**src/rtl/pswt_pkg.sv**
```systemverilog
package pswt_pkg;

    // Default sizing of the string table
    localparam int MAX_TABLE_LEN_DEF = 2048;
    localparam int MIN_TABLE_LEN_DEF = 64;

    // Field widths
    localparam int TL_W       = 12;
    localparam int INC_W      = 19;
    localparam int AMP_W      = 16;
    localparam int IDX_W      = 12;
    localparam int SMP_W      = 16;
    localparam int CFG_IDX_W  = 2;
    localparam int CFG_DATA_W = 19;

    // Datapath widths: entry difference, interpolated value (Q1.23), scaled product
    localparam int DIFF_W   = SMP_W + 1;
    localparam int INTERP_W = 25;
    localparam int MULB_W   = AMP_W + 1;
    localparam int PROD_W   = INTERP_W + MULB_W;
    localparam int RND_SHIFT = 23;

    // Operation codes
    localparam logic OP_LOAD = 1'b0;
    localparam logic OP_TICK = 1'b1;

    // Register indexes
    localparam logic [CFG_IDX_W-1:0] CFG_TABLE_LENGTH    = 2'd0;
    localparam logic [CFG_IDX_W-1:0] CFG_PHASE_INCREMENT = 2'd1;
    localparam logic [CFG_IDX_W-1:0] CFG_AMPLITUDE       = 2'd2;

    // Register reset values
    localparam logic [TL_W-1:0]  TABLE_LENGTH_RST    = 12'd64;
    localparam logic [INC_W-1:0] PHASE_INCREMENT_RST = 19'd256;
    localparam logic [AMP_W-1:0] AMPLITUDE_RST       = 16'd16384;

    // Sequencer states
    typedef enum logic [3:0] {
        ST_CLEAR,
        ST_IDLE,
        ST_RD0,
        ST_RD1,
        ST_DIFF,
        ST_SCALE,
        ST_OUT,
        ST_WRAP0,
        ST_WRAP1,
        ST_WRAP2,
        ST_SMOOTH
    } state_t;

    // Shared multiplier operand select
    typedef enum logic {
        MUL_INTERP,
        MUL_SCALE
    } mul_sel_t;

    typedef struct packed {
        logic     en;
        mul_sel_t sel;
    } mul_ctrl_t;

endpackage

```
**src/rtl/pswt_mul_unit.sv**
```systemverilog
module pswt_mul_unit (
    input  logic                                clk,
    input  pswt_pkg::mul_ctrl_t                 ctrl,
    input  logic signed [pswt_pkg::DIFF_W-1:0]   diff,
    input  logic        [7:0]                    frac,
    input  logic signed [pswt_pkg::INTERP_W-1:0] interp,
    input  logic        [pswt_pkg::AMP_W-1:0]    amp,
    output logic signed [pswt_pkg::PROD_W-1:0]   prod
);

    logic signed [pswt_pkg::INTERP_W-1:0] mul_a;
    logic signed [pswt_pkg::MULB_W-1:0]   mul_b;
    logic signed [pswt_pkg::PROD_W-1:0]   prod_reg;

    // Operand select: slope times fraction, or interpolated value times gain
    always_comb
    begin
        unique case (ctrl.sel)
            pswt_pkg::MUL_INTERP:
            begin
                mul_a = pswt_pkg::INTERP_W'(diff);
                mul_b = {{(pswt_pkg::MULB_W - 8){1'b0}}, frac};
            end
            default:
            begin
                mul_a = interp;
                mul_b = {1'b0, amp};
            end
        endcase
    end

    // Registered product
    always_ff @(posedge clk)
    begin
        if (ctrl.en)
        begin
            prod_reg <= pswt_pkg::PROD_W'(mul_a) * pswt_pkg::PROD_W'(mul_b);
        end
    end

    assign prod = prod_reg;

endmodule

```
**config.mk**
```make
export PLATFORM = sky130hd
export DESIGN_NAME = pswt_mul_unit
export DESIGN_NICKNAME = d
export VERILOG_FILES = /design/src/rtl/pswt_pkg.sv /design/src/rtl/pswt_mul_unit.sv
export SDC_FILE = /design/constraint.sdc
export NUM_CORES = 1
export LEC_CHECK = 0
export ABC_AREA = 1
export BUFFER_PORTS_ARGS = -buffer_cell sky130_fd_sc_hd__buf_4
export CORE_ASPECT_RATIO = 0.9
export CORE_UTILIZATION = 65
export CTS_CLUSTER_SIZE = 25
export DETAILED_ROUTE_END_ITERATION = 7
export GPL_TIMING_DRIVEN = 0
export PLACE_DENSITY = 0.89
export SLEW_MARGIN = 20
export SYNTH_ARGS = -nofsm -noshare
export SYNTH_HDL_FRONTEND = slang
export SYNTH_SLANG_ARGS = --single-unit
```
**constraint.sdc**
```tcl
create_clock -name clk -period 21.3 [get_ports clk]
set_input_delay 5.325 -clock clk [delete_from_list [all_inputs] [get_ports clk]]
set_output_delay 5.325 -clock clk [all_outputs]
set_load 0.05 [all_outputs]
```
==> impl_metrics.csv <==
group,metric,value,unit
drt,wire_per_inst,17.4,microns
global_route,grt_pass1_vias,15400,
clock_network,root_buffer,"clkbuf_16",
final_layout,largest_reg_flops,42,
timing,min_period,11.97,ns
setup_path,start_kind,"input pin",
timing,worstMarginPinSlew,0.778,ns
setup_path,cp_data_arrival_time,12.01,ns
floorplanning,die_w,173,microns
clock_network,cts_tree,"yes",
global_route,grt_use_total,0.363,
timing,maxSlewViolCount,0,
flow_run,maxCapViolCount,0,
floorplanning,start_util,0.670,
final_layout,fin_cells,2658,
timing,rsz0062_at_grt,"false",
setup_path,critPathRequiredTime,21.34,ns
global_route,overflow,0,
clock_network,path_clk_slew,0.06,ns
final_layout,final_common_cell,"inv_1",
logic_synthesis,synth_cells,2205,
placement,io_buffers,103,
timing,slew_headroom,0.481,
min_path,hold_class,"in -> reg",
logic_synthesis,ys_seq_area_frac,0.0739,
logic_synthesis,syn_nets,2768,
final_layout,fillers,2015,
drt,drt_iter0_markers,1532,
logic_synthesis,syn_area_per_cell,7.74,sq um
setup_path,cpMostUsedCell,"fa_1",
timing,setup-violations-final,0,
timing,fin_crit_sh,0.562,
timing,max_freq,83.5,MHz
logic_synthesis,synthesis.area,0.0171,sq mm
drt,first_pass_iters,6,
timing,hold_viol_final,0,
final_layout,n_antenna_cell,0,
floorplanning,num_io_pins,111,
setup_path,crit_family,"adder cells",
logic_synthesis,yosysWarnings,0,
placement,dp_hpwl,40.9,mm
clock_network,numCtsBuffers,5,
drt,route.detailed.drc,0,
setup_path,critPathKind,"in -> reg",
global_route,grt_max_degree,43,
clock_network,cts_resized,0,
floorplanning,dieArea,0.0269,sq mm
clock_network,cts_sinks,42,
drt,vias,14600,
clock_network,h-tree-depth,2,
clock_network,ctsHoldBuffers,0,
floorplanning,rows,55,
floorplanning,die_h,156,microns
final_layout,area_growth,8.01,%
drt,wirelength,46.3,mm
final_layout,drive_gt1_frac,0.0669,
global_route,grt_pass1_wl,74.7,mm
setup_path,cp_slowest_cell,"fa_1",
floorplanning,core,0.0255,sq mm
setup_path,cp_num_buf_inv,7,
setup_path,crit_fanout,10,
placement,dpl.cell_count,2650,
global_route,antenna_found_initial,0,
timing,tns,0,ns
clock_network,clk_path_buf_depth,2,
setup_path,crit_path_max_incr_delay,0.76,ns
clock_network,postCtsSetupBuffers,0,
drt,drtAntennaViolNets,0,
drt,via_per_inst,5.48,
logic_synthesis,yosys_register_bits,42,
setup_path,end_kind,"flop",
logic_synthesis,synthDistinctLibCells,28,
setup_path,crit_chain,"buf_4 > buf_4 > o21ai_2 > inv_1 > clkbuf_1 > nand2_1 > fa_1 > fa_1 > inv_1 > fa_1 > fa_1 > fa_1 > inv_1 > fa_1 > inv_1 > ha_1 > nand2_1 > nor2_1 > nand2_1 > nor2_1 > nand4_1 > nand4_1 > nand2_1",
final_layout,final_cell_mix,"inv_1, nand2_1, fa_1",
outcome,status,"finished, final reports clean",
final_layout,nets,2878,
placement,gp_congestion,1.05,
## kinds of logic (layout without fill, tap and decap cells)
| logic type | after synthesis | after routing | share of synthesized area |
|---|---|---|---|
| AO/OA/AOI/OAI | 63 | 63 | 0.0232 |
| XOR/XNOR | 21 | 21 | 0.0108 |
| adder cells (fa/ha/maj) | 494 | 494 | 0.534 |
| buffers and inverters | 716 | 827 | 0.159 |
| flip-flops | 42 | 42 | 0.0739 |
| AND/OR/NAND/NOR | 869 | 869 | 0.199 |
## worst paths after layout
kind / slack, ns / from / to / cells after the start
max: 9.33 / ctrl[0] / prod[40] / 23
min: 5.44 / frac[0] / prod[0] / 3
## through the flow
step | worst slack, ns | hold slack, ns | area (sq um) | util
2_1_floorplan | 10.51 | 5.44 | 17100 | -
3_3_place_gp | 9.42 | 5.72 | 18300 | 0.718
3_5_place_dp | 9.23 | 5.73 | 18300 | 0.718
4_1_cts | 9.53 | 5.44 | 18400 | 0.724
5_1_grt | 9.09 | 5.46 | 18400 | 0.724
6_report | 9.33 | 5.44 | 18400 | 0.724
## final cells by class
class / count / area (sq um) / share of cell area
clock inverter: 2 / 37.5 / 0.00204
timing repair buffer: 103 / 773 / 0.0419
inverter: 676 / 2540 / 0.138
multi-input combinational: 1447 / 13100 / 0.710
clock buffer: 6 / 129 / 0.00699
buffer: 40 / 175 / 0.00950
sequential: 42 / 1260 / 0.0684
tap: 342 / 428 / 0.0232
## layer usage
metal | track usage | routed length (microns) | vias to the layer above
li1 | - | - | 6435
met1 | 0.436 | 16100 | 7113
met2 | 0.640 | 23100 | 840
met3 | 0.0643 | 4770 | 173
met4 | 0.173 | 2410 | 0
met5 | 0 | 0 | -
## cells in the mapped netlist, drive strengths merged
cell type / instances / area, sq um
inv: 676 / 2540
ha: 103 / 1290
nor3: 6 / 30.0
xnor2: 3 / 26.3
o21ai: 12 / 90.1
clkbuf: 24 / 92.6
nand3: 49 / 245
a21oi: 41 / 231
edfxtp: 42 / 1260
xor2: 18 / 158
nand3b: 4 / 30.0
nand2b: 1 / 6.26
or2: 8 / 50.1
o21bai: 7 / 52.6
buf: 16 / 82.6
nand2: 581 / 2190
a21o: 3 / 22.5
nor2: 211 / 792
nand4: 9 / 56.3
fa: 391 / 7830
## worst min-delay path: stages
cell     delay (ns)
buf_4          0.08
o21ai_2        0.10
nor2_1         0.11
Power is not shown: default switching activity piles up to over one toggle a cycle in this logic, so the estimate is an artifact.
